--- src/rtl/playfair_digraph_encrypt_unit_macros.svh ---
// Assertion macros shared by the Playfair digraph encryptor RTL.
// Each macro expects clk and rst_n in scope in the module that uses it.
`ifndef PLAYFAIR_DIGRAPH_ENCRYPT_UNIT_MACROS_SVH
`define PLAYFAIR_DIGRAPH_ENCRYPT_UNIT_MACROS_SVH

// Same-cycle implication, disabled during reset.
`define PFD_ASSERT_SAME(label, ante, cons, msg) \
    label: assert property (@(posedge clk) disable iff (!rst_n) (ante) |-> (cons)) \
        else $error(msg);

// Next-cycle implication, disabled during reset.
`define PFD_ASSERT_NEXT(label, ante, cons, msg) \
    label: assert property (@(posedge clk) disable iff (!rst_n) (ante) |=> (cons)) \
        else $error(msg);

`endif

--- src/rtl/pfd_pkg.sv ---
// Types, constants and helper functions for the Playfair digraph encryptor.
// No dependencies; imported by every other RTL file but the assertion macro header.
package pfd_pkg;

    localparam int SQUARE_SIDE = 5;
    localparam int LETTER_W    = 8;
    localparam int ROW_W       = SQUARE_SIDE * LETTER_W;
    localparam int SQ_IDX_W    = $clog2(SQUARE_SIDE);
    localparam int CFG_IDX_W   = 3;

    localparam logic [CFG_IDX_W-1:0] REG_KEY_ROW0  = 3'd0;
    localparam logic [CFG_IDX_W-1:0] REG_KEY_ROW1  = 3'd1;
    localparam logic [CFG_IDX_W-1:0] REG_KEY_ROW2  = 3'd2;
    localparam logic [CFG_IDX_W-1:0] REG_KEY_ROW3  = 3'd3;
    localparam logic [CFG_IDX_W-1:0] REG_KEY_ROW4  = 3'd4;
    localparam logic [CFG_IDX_W-1:0] REG_FILLER    = 3'd5;

    localparam logic [LETTER_W-1:0]  FILLER_RESET  = 8'd120;

    typedef logic [LETTER_W-1:0] letter_t;
    typedef logic [SQ_IDX_W-1:0] sq_idx_t;
    typedef logic [SQUARE_SIDE-1:0][LETTER_W-1:0] key_row_t;
    typedef logic [SQUARE_SIDE-1:0][SQUARE_SIDE-1:0][LETTER_W-1:0] square_t;

    typedef struct packed {
        letter_t first;
        letter_t second;
        logic    last;
    } pair_t;

    typedef struct packed {
        letter_t cipher_first;
        letter_t cipher_second;
        logic    not_in_square;
        logic    last_pair;
    } result_t;

    typedef struct packed {
        logic    hit;
        sq_idx_t row;
        sq_idx_t col;
    } loc_t;

    function automatic sq_idx_t wrap_inc(sq_idx_t v);
        sq_idx_t r;
        if (v == sq_idx_t'(SQUARE_SIDE - 1))
            r = '0;
        else
            r = v + sq_idx_t'(1);
        return r;
    endfunction

    // Last match in row-major order wins.
    function automatic loc_t locate(square_t sq, letter_t ch);
        loc_t l;
        l = '0;
        for (int i = 0; i < SQUARE_SIDE; i++)
        begin
            for (int j = 0; j < SQUARE_SIDE; j++)
            begin
                if (sq[i][j] == ch)
                begin
                    l.hit = 1'b1;
                    l.row = sq_idx_t'(i);
                    l.col = sq_idx_t'(j);
                end
            end
        end
        return l;
    endfunction

endpackage

--- src/rtl/pfd_letter_if.sv ---
// Plaintext letter channel: valid/ready handshake with one letter per beat.
// Depends on pfd_pkg.
interface pfd_letter_if;
    import pfd_pkg::*;

    logic    valid;
    logic    ready;
    letter_t letter;
    logic    last_item;

    modport source (output valid, output letter, output last_item, input ready);
    modport sink   (input valid, input letter, input last_item, output ready);

endinterface

--- src/rtl/pfd_cipher_if.sv ---
// Ciphertext pair channel: valid/ready handshake with one encrypted pair per beat.
// Depends on pfd_pkg.
interface pfd_cipher_if;
    import pfd_pkg::*;

    logic    valid;
    logic    ready;
    letter_t cipher_first;
    letter_t cipher_second;
    logic    not_in_square;
    logic    last_pair;

    modport source (output valid, output cipher_first, output cipher_second,
                    output not_in_square, output last_pair, input ready);
    modport sink   (input valid, input cipher_first, input cipher_second,
                    input not_in_square, input last_pair, output ready);

endinterface

--- src/rtl/pfd_pair.sv ---
// Letter pairing stage: holds the open letter and queues up to two pairs.
// Depends on pfd_pkg and the assertion macro header.
`include "playfair_digraph_encrypt_unit_macros.svh"

module pfd_pair (
    input  logic            clk,
    input  logic            rst_n,
    input  logic            in_valid,
    output logic            in_ready,
    input  pfd_pkg::letter_t letter,
    input  logic            last_item,
    input  pfd_pkg::letter_t filler,
    output logic            pair_valid,
    input  logic            pair_ready,
    output pfd_pkg::pair_t  pair
);
    import pfd_pkg::*;

    letter_t held_letter_reg, held_letter_next;
    logic    held_valid_reg, held_valid_next;
    pair_t   p0_reg, p0_next, p1_reg, p1_next;
    logic    p0_valid_reg, p0_valid_next, p1_valid_reg, p1_valid_next;

    logic    in_fire, pop, repeat_hit;
    logic    gen_a, gen_b;
    pair_t   pa, pb;

    assign pop        = p0_valid_reg && pair_ready;
    assign in_ready   = !p1_valid_reg && (!p0_valid_reg || pair_ready);
    assign in_fire    = in_valid && in_ready;
    assign repeat_hit = held_valid_reg && (letter == held_letter_reg);

    assign pair_valid = p0_valid_reg;
    assign pair       = p0_reg;

    always_comb
    begin
        gen_a            = 1'b0;
        gen_b            = 1'b0;
        pa               = '{first: held_letter_reg, second: filler, last: 1'b0};
        pb               = '{first: letter, second: filler, last: 1'b1};
        held_letter_next = held_letter_reg;
        held_valid_next  = held_valid_reg;
        if (held_valid_reg)
        begin
            gen_a = 1'b1;
            if (repeat_hit)
            begin
                gen_b           = last_item;
                held_valid_next = !last_item;
            end
            else
            begin
                pa              = '{first: held_letter_reg, second: letter, last: last_item};
                held_valid_next = 1'b0;
            end
        end
        else if (last_item)
        begin
            gen_a = 1'b1;
            pa    = '{first: letter, second: filler, last: 1'b1};
        end
        else
        begin
            held_letter_next = letter;
            held_valid_next  = 1'b1;
        end
    end

    always_comb
    begin
        p0_next       = p0_reg;
        p1_next       = p1_reg;
        p0_valid_next = p0_valid_reg;
        p1_valid_next = p1_valid_reg;
        if (in_fire)
        begin
            p0_next       = pa;
            p1_next       = pb;
            p0_valid_next = gen_a;
            p1_valid_next = gen_b;
        end
        else if (pop)
        begin
            p0_next       = p1_reg;
            p0_valid_next = p1_valid_reg;
            p1_valid_next = 1'b0;
        end
    end

    always_ff @(posedge clk or negedge rst_n)
    begin
        if (!rst_n)
        begin
            held_letter_reg <= '0;
            held_valid_reg  <= 1'b0;
            p0_valid_reg    <= 1'b0;
            p1_valid_reg    <= 1'b0;
        end
        else
        begin
            if (in_fire)
            begin
                held_letter_reg <= held_letter_next;
                held_valid_reg  <= held_valid_next;
            end
            p0_valid_reg <= p0_valid_next;
            p1_valid_reg <= p1_valid_next;
        end
    end

    always_ff @(posedge clk)
    begin
        p0_reg <= p0_next;
        p1_reg <= p1_next;
    end

    `PFD_ASSERT_SAME(a_slot_order, p1_valid_reg, p0_valid_reg, "second pair slot without first")
    `PFD_ASSERT_NEXT(a_pair_closes, in_fire && held_valid_reg && !repeat_hit, !held_valid_reg, "held letter kept after closing pair")
    `PFD_ASSERT_NEXT(a_repeat_end, in_fire && repeat_hit && last_item, p0_valid_reg && p1_valid_reg && p1_reg.last && !p0_reg.last, "repeat at end did not queue two pairs")

endmodule

--- src/rtl/pfd_cipher.sv ---
// Pair encryption stage: locates both letters in the key square and registers the result.
// Depends on pfd_pkg and the assertion macro header.
`include "playfair_digraph_encrypt_unit_macros.svh"

module pfd_cipher (
    input  logic             clk,
    input  logic             rst_n,
    input  pfd_pkg::square_t square,
    input  logic             pair_valid,
    output logic             pair_ready,
    input  pfd_pkg::pair_t   pair,
    output logic             res_valid,
    input  logic             res_ready,
    output pfd_pkg::result_t res
);
    import pfd_pkg::*;

    result_t res_reg, res_next;
    logic    res_valid_reg;
    loc_t    loc_a, loc_b;
    logic    take;

    assign pair_ready = !res_valid_reg || res_ready;
    assign take       = pair_valid && pair_ready;
    assign res_valid  = res_valid_reg;
    assign res        = res_reg;

    always_comb
    begin
        loc_a                  = locate(square, pair.first);
        loc_b                  = locate(square, pair.second);
        res_next.cipher_first  = '0;
        res_next.cipher_second = '0;
        res_next.not_in_square = !(loc_a.hit && loc_b.hit);
        res_next.last_pair     = pair.last;
        if (loc_a.hit && loc_b.hit)
        begin
            if (loc_a.row == loc_b.row)
            begin
                res_next.cipher_first  = square[loc_a.row][wrap_inc(loc_a.col)];
                res_next.cipher_second = square[loc_b.row][wrap_inc(loc_b.col)];
            end
            else if (loc_a.col == loc_b.col)
            begin
                res_next.cipher_first  = square[wrap_inc(loc_a.row)][loc_a.col];
                res_next.cipher_second = square[wrap_inc(loc_b.row)][loc_b.col];
            end
            else
            begin
                res_next.cipher_first  = square[loc_a.row][loc_b.col];
                res_next.cipher_second = square[loc_b.row][loc_a.col];
            end
        end
    end

    always_ff @(posedge clk or negedge rst_n)
    begin
        if (!rst_n)
            res_valid_reg <= 1'b0;
        else if (pair_ready)
            res_valid_reg <= pair_valid;
    end

    always_ff @(posedge clk)
    begin
        if (take)
            res_reg <= res_next;
    end

    `PFD_ASSERT_SAME(a_miss_zero, res_valid_reg && res_reg.not_in_square, res_reg.cipher_first == '0 && res_reg.cipher_second == '0, "missing letter with non-zero cipher")
    `PFD_ASSERT_NEXT(a_take_lands, take, res_valid_reg, "accepted pair did not reach result register")
    `PFD_ASSERT_NEXT(a_last_kept, take && pair.last, res_reg.last_pair, "last pair mark lost")

endmodule

--- src/rtl/playfair_digraph_encrypt_unit.sv ---
// Playfair digraph encryptor top level: configuration registers, pairing and cipher stages.
// Depends on pfd_pkg, pfd_letter_if, pfd_cipher_if, pfd_pair and pfd_cipher.
//
// Usage:
//   plaintext  : sink of letter beats (letter, last_item); one beat per cycle while ready is high.
//   ciphertext : source of pair beats (cipher_first, cipher_second,
//                not_in_square, last_pair).
//   cfg_write/cfg_index/cfg_data : register writes, taken on any edge with
//                cfg_write high; indexes 0..4 are key rows, 5 the filler letter,
//                others dropped. Write only while the block is idle.
// Path: the pair closed by a letter reaches ciphertext through the pair
//   slot, then the result register.
// Throughput: one letter per cycle while ciphertext is ready; a repeated letter
//   marked last yields two pairs and holds plaintext off until the second pair leaves its slot.
// Reset: key rows clear to zero, filler to 'x', no letter held, both
//   channels empty.
// Stall: when ciphertext is not ready the result register holds, the pair
//   slot fills, and plaintext ready drops until beats drain.
module playfair_digraph_encrypt_unit (
    input  logic                               clk,
    input  logic                               rst_n,
    pfd_letter_if.sink                         plaintext,
    pfd_cipher_if.source                       ciphertext,
    input  logic                               cfg_write,
    input  logic [pfd_pkg::CFG_IDX_W-1:0]      cfg_index,
    input  logic [pfd_pkg::ROW_W-1:0]          cfg_data
);
    import pfd_pkg::*;

    square_t key_reg;
    letter_t filler_reg;
    pair_t   pair;
    logic    pair_valid, pair_ready;
    result_t res;

    always_ff @(posedge clk or negedge rst_n)
    begin
        if (!rst_n)
        begin
            key_reg    <= '0;
            filler_reg <= FILLER_RESET;
        end
        else if (cfg_write)
        begin
            case (cfg_index)
                REG_KEY_ROW0: key_reg[0] <= key_row_t'(cfg_data);
                REG_KEY_ROW1: key_reg[1] <= key_row_t'(cfg_data);
                REG_KEY_ROW2: key_reg[2] <= key_row_t'(cfg_data);
                REG_KEY_ROW3: key_reg[3] <= key_row_t'(cfg_data);
                REG_KEY_ROW4: key_reg[4] <= key_row_t'(cfg_data);
                REG_FILLER:   filler_reg <= cfg_data[LETTER_W-1:0];
                default:      ;
            endcase
        end
    end

    pfd_pair u_pair (
        .clk        (clk),
        .rst_n      (rst_n),
        .in_valid   (plaintext.valid),
        .in_ready   (plaintext.ready),
        .letter     (plaintext.letter),
        .last_item  (plaintext.last_item),
        .filler     (filler_reg),
        .pair_valid (pair_valid),
        .pair_ready (pair_ready),
        .pair       (pair)
    );

    pfd_cipher u_cipher (
        .clk        (clk),
        .rst_n      (rst_n),
        .square     (key_reg),
        .pair_valid (pair_valid),
        .pair_ready (pair_ready),
        .pair       (pair),
        .res_valid  (ciphertext.valid),
        .res_ready  (ciphertext.ready),
        .res        (res)
    );

    assign ciphertext.cipher_first  = res.cipher_first;
    assign ciphertext.cipher_second = res.cipher_second;
    assign ciphertext.not_in_square = res.not_in_square;
    assign ciphertext.last_pair     = res.last_pair;

endmodule

--- src/flat_wrapper.sv ---
// flat-port wrapper written by rule: the top's interface ports become plain ports
module playfair_digraph_encrypt_unit_flat import pfd_pkg::*;
  (clk, rst_n, cfg_write, cfg_index, cfg_data, plaintext_valid, plaintext_letter, plaintext_last_item, plaintext_ready, ciphertext_valid, ciphertext_cipher_first, ciphertext_cipher_second, ciphertext_not_in_square, ciphertext_last_pair, ciphertext_ready);
  pfd_letter_if plaintext_i ();
  pfd_cipher_if ciphertext_i ();
  input  logic clk;
  input  logic rst_n;
  input  logic cfg_write;
  input  logic [pfd_pkg::CFG_IDX_W-1:0] cfg_index;
  input  logic [pfd_pkg::ROW_W-1:0] cfg_data;
  input wire logic [$bits(plaintext_i.valid)-1:0] plaintext_valid;
  input wire logic [$bits(plaintext_i.letter)-1:0] plaintext_letter;
  input wire logic [$bits(plaintext_i.last_item)-1:0] plaintext_last_item;
  output wire logic [$bits(plaintext_i.ready)-1:0] plaintext_ready;
  output wire logic [$bits(ciphertext_i.valid)-1:0] ciphertext_valid;
  output wire logic [$bits(ciphertext_i.cipher_first)-1:0] ciphertext_cipher_first;
  output wire logic [$bits(ciphertext_i.cipher_second)-1:0] ciphertext_cipher_second;
  output wire logic [$bits(ciphertext_i.not_in_square)-1:0] ciphertext_not_in_square;
  output wire logic [$bits(ciphertext_i.last_pair)-1:0] ciphertext_last_pair;
  input wire logic [$bits(ciphertext_i.ready)-1:0] ciphertext_ready;
  assign plaintext_i.valid = plaintext_valid;
  assign plaintext_i.letter = plaintext_letter;
  assign plaintext_i.last_item = plaintext_last_item;
  assign plaintext_ready = plaintext_i.ready;
  assign ciphertext_valid = ciphertext_i.valid;
  assign ciphertext_cipher_first = ciphertext_i.cipher_first;
  assign ciphertext_cipher_second = ciphertext_i.cipher_second;
  assign ciphertext_not_in_square = ciphertext_i.not_in_square;
  assign ciphertext_last_pair = ciphertext_i.last_pair;
  assign ciphertext_i.ready = ciphertext_ready;
  playfair_digraph_encrypt_unit u_core (.clk(clk), .rst_n(rst_n), .plaintext(plaintext_i), .ciphertext(ciphertext_i), .cfg_write(cfg_write), .cfg_index(cfg_index), .cfg_data(cfg_data));
endmodule
--- config.mk ---
export PLATFORM = sky130hd
export DESIGN_NAME = playfair_digraph_encrypt_unit_flat
export DESIGN_NICKNAME = d
export VERILOG_FILES = /design/src/rtl/pfd_pkg.sv /design/src/rtl/pfd_letter_if.sv /design/src/rtl/pfd_cipher_if.sv /design/src/rtl/pfd_pair.sv /design/src/rtl/pfd_cipher.sv /design/src/rtl/playfair_digraph_encrypt_unit.sv /design/src/flat_wrapper.sv
export VERILOG_INCLUDE_DIRS = /design/src /design/src/rtl
export SDC_FILE = /design/constraint.sdc
export NUM_CORES = 1
export LEC_CHECK = 0
export ABC_CLOCK_PERIOD_IN_PS = 7100
export BUFFER_PORTS_ARGS = -buffer_cell sky130_fd_sc_hd__buf_4
export CAP_MARGIN = 20
export CELL_PAD_IN_SITES_DETAIL_PLACEMENT = 1
export CELL_PAD_IN_SITES_GLOBAL_PLACEMENT = 1
export CORE_MARGIN = 3
export CORE_UTILIZATION = 42
export DETAILED_ROUTE_END_ITERATION = 6
export PLACE_DENSITY = 0.74
export SYNTH_ARGS = -nofsm -noshare
export SYNTH_HDL_FRONTEND = slang
export SYNTH_SLANG_ARGS = --single-unit
--- constraint.sdc ---
create_clock -name clk -period 7.1 [get_ports clk]
set_clock_uncertainty 0.1 [all_clocks]
set_input_delay 1.065 -clock clk [delete_from_list [all_inputs] [get_ports clk]]
set_output_delay 1.065 -clock clk [all_outputs]
set_load 0.01 [all_outputs]
Yosys cells after proc, flatten, opt, wreduce, memory -nomap -nowiden
Index checks and enable logic that the tools add are counted.
- flip-flop bits (word level): 271
- input port bits: 57
- logic and storage cells: 239
- output and inout bits: 20
- bits in read-only memories: 0
- bits in latches: 0
- RAM bits: 0
- memories kept: 0
- bitwise operators: 2
- magnitude comparators: 8
- equality and inequality tests: 62
- reductions and logical operators: 21
- divide/modulo/power cells: 0
- shifts and indexed selects: 0
- multiply operators: 0
- mux-type cells: 102
- add/subtract/negate cells: 4
- operators with widths (kind ; count):
    binary-select mux 40 bit (select 3 bit) ; 4
    equality test 8 bit ; 51
    two-way mux 7 bit ; 50
    two-way mux 40 bit ; 4
    binary-select mux 8 bit (select 3 bit) ; 6
    two-way mux 17 bit ; 4
    two-way mux 8 bit ; 6
    two-way mux 3 bit ; 14
    < comparator 3 x 4 -> 1 bit (second input constant) ; 8
    two-way mux 16 bit ; 2
    equality test 3 bit (second input constant) ; 6
    adder 3 x 1 -> 3 bit (second input constant) ; 4
    AND reduction 2 bit ; 6
    two-way mux 1 bit ; 11
    two-way mux 9 bit ; 1
    equality test 3 x 2 -> 1 bit (second input constant) ; 2
    equality test 3 bit ; 2
    logical AND 1 bit ; 5
    zero test 1 bit ; 5
    equality test 3 x 1 -> 1 bit (second input constant) ; 1
    zero test 3 bit ; 1
    AND reduction 3 bit ; 1
    logical OR 1 bit ; 2
    inverter 1 bit ; 2
    nonzero test 2 bit ; 1

Depth between registers and ports, before layout
- depth in word-level cells: 37
- gate-level depth with buffers: 24
- depth with buffers taken out: 16

Cells and area by module
From an unflattened synthesis, not the netlist that was laid out.
- cell total of the unflattened synthesis: 2614
- area total of the unflattened synthesis: 24773.8 um2
- modules (own cells, without submodules) (module ; area each (um2) ; cells an instance ; sequential area each (um2) ; times used):
    pfd_cipher ; 14858.0 ; 2013 ; 565.5 ; 1
    playfair_digraph_encrypt_unit ; 7786.2 ; 442 ; 5210.0 ; 1
    pfd_pair ; 2129.5 ; 159 ; 1266.2 ; 1

Least setup slack after synthesis
No wires, ideal clock.
- path type: reg-to-reg
- start point: reg u_core.u_pair.p0_reg (netlist bit u_core.u_pair.pair[10])
- end point: reg u_core.u_cipher.res_reg (netlist bit u_core.u_cipher.res[13]), data pin
- library setup time: 0.271 ns
- buffers on the path: 7
- required time: 6.729 ns
- path slack: 2.115 ns
- clock period less this slack: 4.985 ns
- cell stages (with the launch flop): 21
- arrival time: 4.614 ns
- cells stage by stage: edfxtp_1 -> buf_6 -> buf_6 -> buf_6 -> xor2_1 -> nor4_1 -> nand2_1 -> nand4_1 -> nor4_1 -> nor2_1 -> clkbuf_1 -> ha_1 -> clkbuf_1 -> inv_1 -> buf_1 -> clkbuf_1 -> mux4_2 -> a221oi_1 -> o31ai_1 -> a32oi_1 -> a211oi_1
- cells in the longest elaborated chain, start to end: 36
- elaborated cells on any way between the ends: 76
- classes of those cells: 2 x add/sub; 29 x eq/ne; 44 x mux; 1 x reduce/logical
- RTL lines (item ; line ; source):
    from (decl) ; pfd_pair.sv:21 ; pair_t p0_reg, p0_next, p1_reg, p1_next;
    from (signal assigned) ; pfd_pair.sv:114 ; p0_reg <= p0_next;
    equality test 8 bit ; pfd_pkg.sv:61 ; if (sq[i][j] == ch)
    two-way mux 7 bit (23 in a row) ; pfd_pkg.sv:61 ;
    two-way mux 7 bit * ; pfd_pkg.sv:61 ;
    adder 3 x 1 -> 3 bit / equality test 3 bit (equally long branches) ; pfd_pkg.sv:49, pfd_pkg.sv:46 ;
    two-way mux 3 bit ; pfd_pkg.sv:46 ; if (v == sq_idx_t'(SQUARE_SIDE - 1))
    two-way mux 3 bit ; pfd_cipher.sv:43 ; else if (loc_a.col == loc_b.col)
    two-way mux 3 bit ; pfd_cipher.sv:38 ; if (loc_a.row == loc_b.row)
    two-way mux 3 bit ; pfd_cipher.sv:36 ; if (loc_a.hit && loc_b.hit)
    binary-select mux 40 bit (select 3 bit) ; pfd_cipher.sv:45 ; res_next.cipher_first = square[wrap_inc(loc_a.row)][loc_a.col];
    two-way mux 40 bit (not written as such) ; pfd_cipher.sv:45 ;
    binary-select mux 8 bit (select 3 bit) ; pfd_cipher.sv:45 ;
    two-way mux 8 bit (not written as such) ; pfd_cipher.sv:45 ;
    two-way mux 16 bit ; pfd_cipher.sv:43 ;
    two-way mux 16 bit ; pfd_cipher.sv:38 ;
    to (signal assigned) ; pfd_cipher.sv:67 ; res_reg <= res_next;
    to (decl) ; pfd_cipher.sv:18 ; result_t res_reg, res_next;
Mark *: on every way between the ends. The rest lies on a longest branch, timed or not. The select of a mux whose other input is x is not followed.
A chain may end at the register's enable or synchronous reset.

Worst setup path after layout
- start point: reg u_core.u_pair.p0_reg (netlist bit u_core.u_pair.pair[16])
- end point: reg u_core.u_cipher.res_reg (netlist bit u_core.u_cipher.res[13]), data pin
Same word-level chain as after synthesis.

==> metrics.cfg <==
[status]
status = finished, final reports clean

[cts]
postCtsSetupBuffers = 0
cts_buffer_depth = 3
cts.clk_slew.worst_paths_ns = 0.07
cts-root-buf = clkbuf_16
ctsHoldBuffers = 0
cts_buffers = 30
tritoncts = built
ctsResizeCount = 0
clock_latency_ns = 0.63
cts_max_level = 1
clock-sinks = 271

[floorplanning]
rows = 89
start_util = 0.425
die_x_um = 251
pin_count = 77
core_area_um2 = 59200
dieArea_um2 = 63000
die_y_um = 251

[synthesis]
synthArstFlopShare = 0.812
synth_top_cell_by_area = dfrtp_1
synth-seq-cells = 271
synth_flop_cell = dfrtp_1
ys.warnings.count = 0
synth-edff-count = 51
syn-cell-area_um2 = 25200
yosys.cell_types.count = 98
yosysMostFrequentCell = xor2_1
synth_top_area_share = 0.214
syn_inst = 2741
syn_area_per_cell_um2 = 9.20
synthesis.nets = 2806
synthTopCellsByArea = dfrtp_1, mux2_2, xor2_1, mux2i_1, edfxtp_1
ys_seq_area_frac = 0.279
synthTopCellsByCount = xor2_1, mux2_2, dfrtp_1

[global_routing]
grt_pass1_wl_mm = 184
grt_max_degree = 116
antenna_found_initial = 5
track_usage = 0.404
first_global_vias = 23900
overflow = 0

[detailed_routing]
drcViolationCount = 0
wl_per_cell_um = 38.6
drt-initial-drc-count = 3095
vias = 23800
via_per_inst = 7.04
drt-pass1-iter-count = 7
routed_wl_mm = 130
drtAntennaViolNets = 0

[layout]
area_delta_synth_final_pct = 6.55
fin_nets = 2640
nFillCells = 6673
final_cells = 3376
design_area_um2 = 26900
drive_gt1_frac = 0.227
largest_register_ffs = 200

[setup_path]
crit_type = reg2reg
startpoint_type = flop
cp-end-kind = flop
r2r_cells = 18
r2r_end = u_core.u_cipher.res[13]
crit_required_ns = 7.38
rrSetupSlack_ns = 0.58
crit_end = u_core.u_cipher.res[13]
startpoint = u_core.u_pair.pair[16]
r2r-start = u_core.u_pair.pair[16]
crit_fanout = 18
crit_arrival_ns = 6.80

[sta]
relSlewSlack = 0.182
fin_crit_ns = 6.52
tns_ns = 0
finalSetupViolCount = 0
rsz0062_at_grt = false
finalHoldViolCount = 0
fmax_ghz = 0.153
slew_viol_final = 0
period_share = 0.918
worst_slew_pin_slew_ns = 1.22

[placement]
placement.cell_area_um2 = 25700
detailed_place_hpwl_mm = 95.7
dp_cells = 3314
place_congestion = 1.07
io_buffers = 76

[flow_run]
maxCapViolations = 0

[power_and_ir_drop]
ir_drop_mv = 0.243
p_leak_uw = 0.0108
power_density_nw_per_um2 = 425

[hold_path]
hold_class = reg2reg

[cells in the final DEF, fill, tap and decap left out, drive strengths merged, types with 10 or more instances in the layout]
cell type | Yosys | layout
nor4 | 79 | 79
o221ai | 28 | 28
nor2 | 137 | 137
mux2 | 259 | 259
nor2b | 12 | 12
nand4 | 42 | 42
o211ai | 26 | 26
inv | 24 | 27
buf | 178 | 198
a22oi | 11 | 11
a211oi | 11 | 11
nand2 | 204 | 204
a21oi | 84 | 84
nor3 | 27 | 27
o21ai | 111 | 111
and2 | 23 | 23
a221oi | 74 | 74
mux2i | 165 | 165
clkbuf | 218 | 42
xor2 | 281 | 281
nand2b | 14 | 14
nand3 | 45 | 45
o21a | 13 | 13
o22ai | 32 | 32
o22a | 17 | 17
dfrtp | 216 | 216
a221o | 15 | 15
xnor2 | 132 | 132
a31oi | 29 | 29
a21o | 10 | 10
mux4 | 23 | 23
clkinv | 1 | 10
edfxtp | 51 | 51
[power breakdown]
part / switching, uW / internal, uW / total, uW
Sequential: 1130 / 1910 / 3050
Combinational: 4190 / 2450 / 6640
Clock: 719 / 991 / 1710
[stage by stage]
step                      hold slack [ns]  utilization  power, uW  setup slack (ns)
after CTS                           0.349        0.453      11100             0.856
after global routing                0.359        0.453      11700             0.481
after floorplan                     0.300            -       6650              2.12
after detailed placement            0.336        0.435       9310             0.858
after global placement              0.308        0.435       9180             0.917
final                               0.347        0.453      11400             0.582
[final cells by class]
| cell class | instances | area (um^2) | area share |
|---|---|---|---|
| Sequential cell | 271 | 7040 | 0.262 |
| Antenna cell | 4 | 10.0 | 0.000373 |
| Tap cell | 773 | 967 | 0.0360 |
| Multi-Input combinational cell | 2049 | 16000 | 0.597 |
| Clock buffer | 42 | 930 | 0.0346 |
| Inverter | 25 | 93.8 | 0.00349 |
| Timing Repair Buffer | 198 | 1620 | 0.0602 |
| Clock inverter | 14 | 155 | 0.00578 |
[cell families after synthesis]
family,synth area share
XOR/XNOR,0.144
AO/OA/AOI/OAI,0.159
adder cells (fa/ha/maj),0.00397
AND/OR/NAND/NOR,0.124
buffers and inverters,0.0872
flip-flops,0.279
multiplexers,0.203
[layer usage]
metal,GRT usage,share of wire
met5,0,0.00024
met4,0.267,0.088
met3,0.111,0.10
met2,0.617,0.42
met1,0.502,0.38
[worst min path at each step]
stage | depth (start not counted) | from | end | slack (ns)
4_1_cts | 0 | u_core.u_pair.pair[0] | u_core.u_cipher.res[0] | 0.35
3_5_place_dp | 0 | u_core.u_pair.pair[0] | u_core.u_cipher.res[0] | 0.34
2_1_floorplan | 0 | u_core.u_pair.pair[0] | u_core.u_cipher.res[0] | 0.30
3_3_place_gp | 0 | u_core.u_pair.pair[0] | u_core.u_cipher.res[0] | 0.31
5_1_grt | 0 | u_core.u_pair.pair[0] | u_core.u_cipher.res[0] | 0.36
6_report | 0 | u_core.u_pair.pair[0] | u_core.u_cipher.res[0] | 0.35
[critical path, cell delays in order (launching register included)]
cell	delay, ns
edfxtp_1	1.02
buf_12	0.28
xor2_1	0.09
nor4_1	0.54
nand2_1	0.25
and4_4	0.27
o211ai_2	0.16
a21oi_4	0.21
inv_2	0.10
ha_1	0.21
a21oi_1	0.08
a31oi_4	0.71
buf_4	0.41
mux2i_1	0.26
o211ai_1	0.14
o221ai_1	0.69
o31ai_1	0.33
a32oi_1	0.30
a211oi_1	0.09
(Power assumes the default switching activity.)
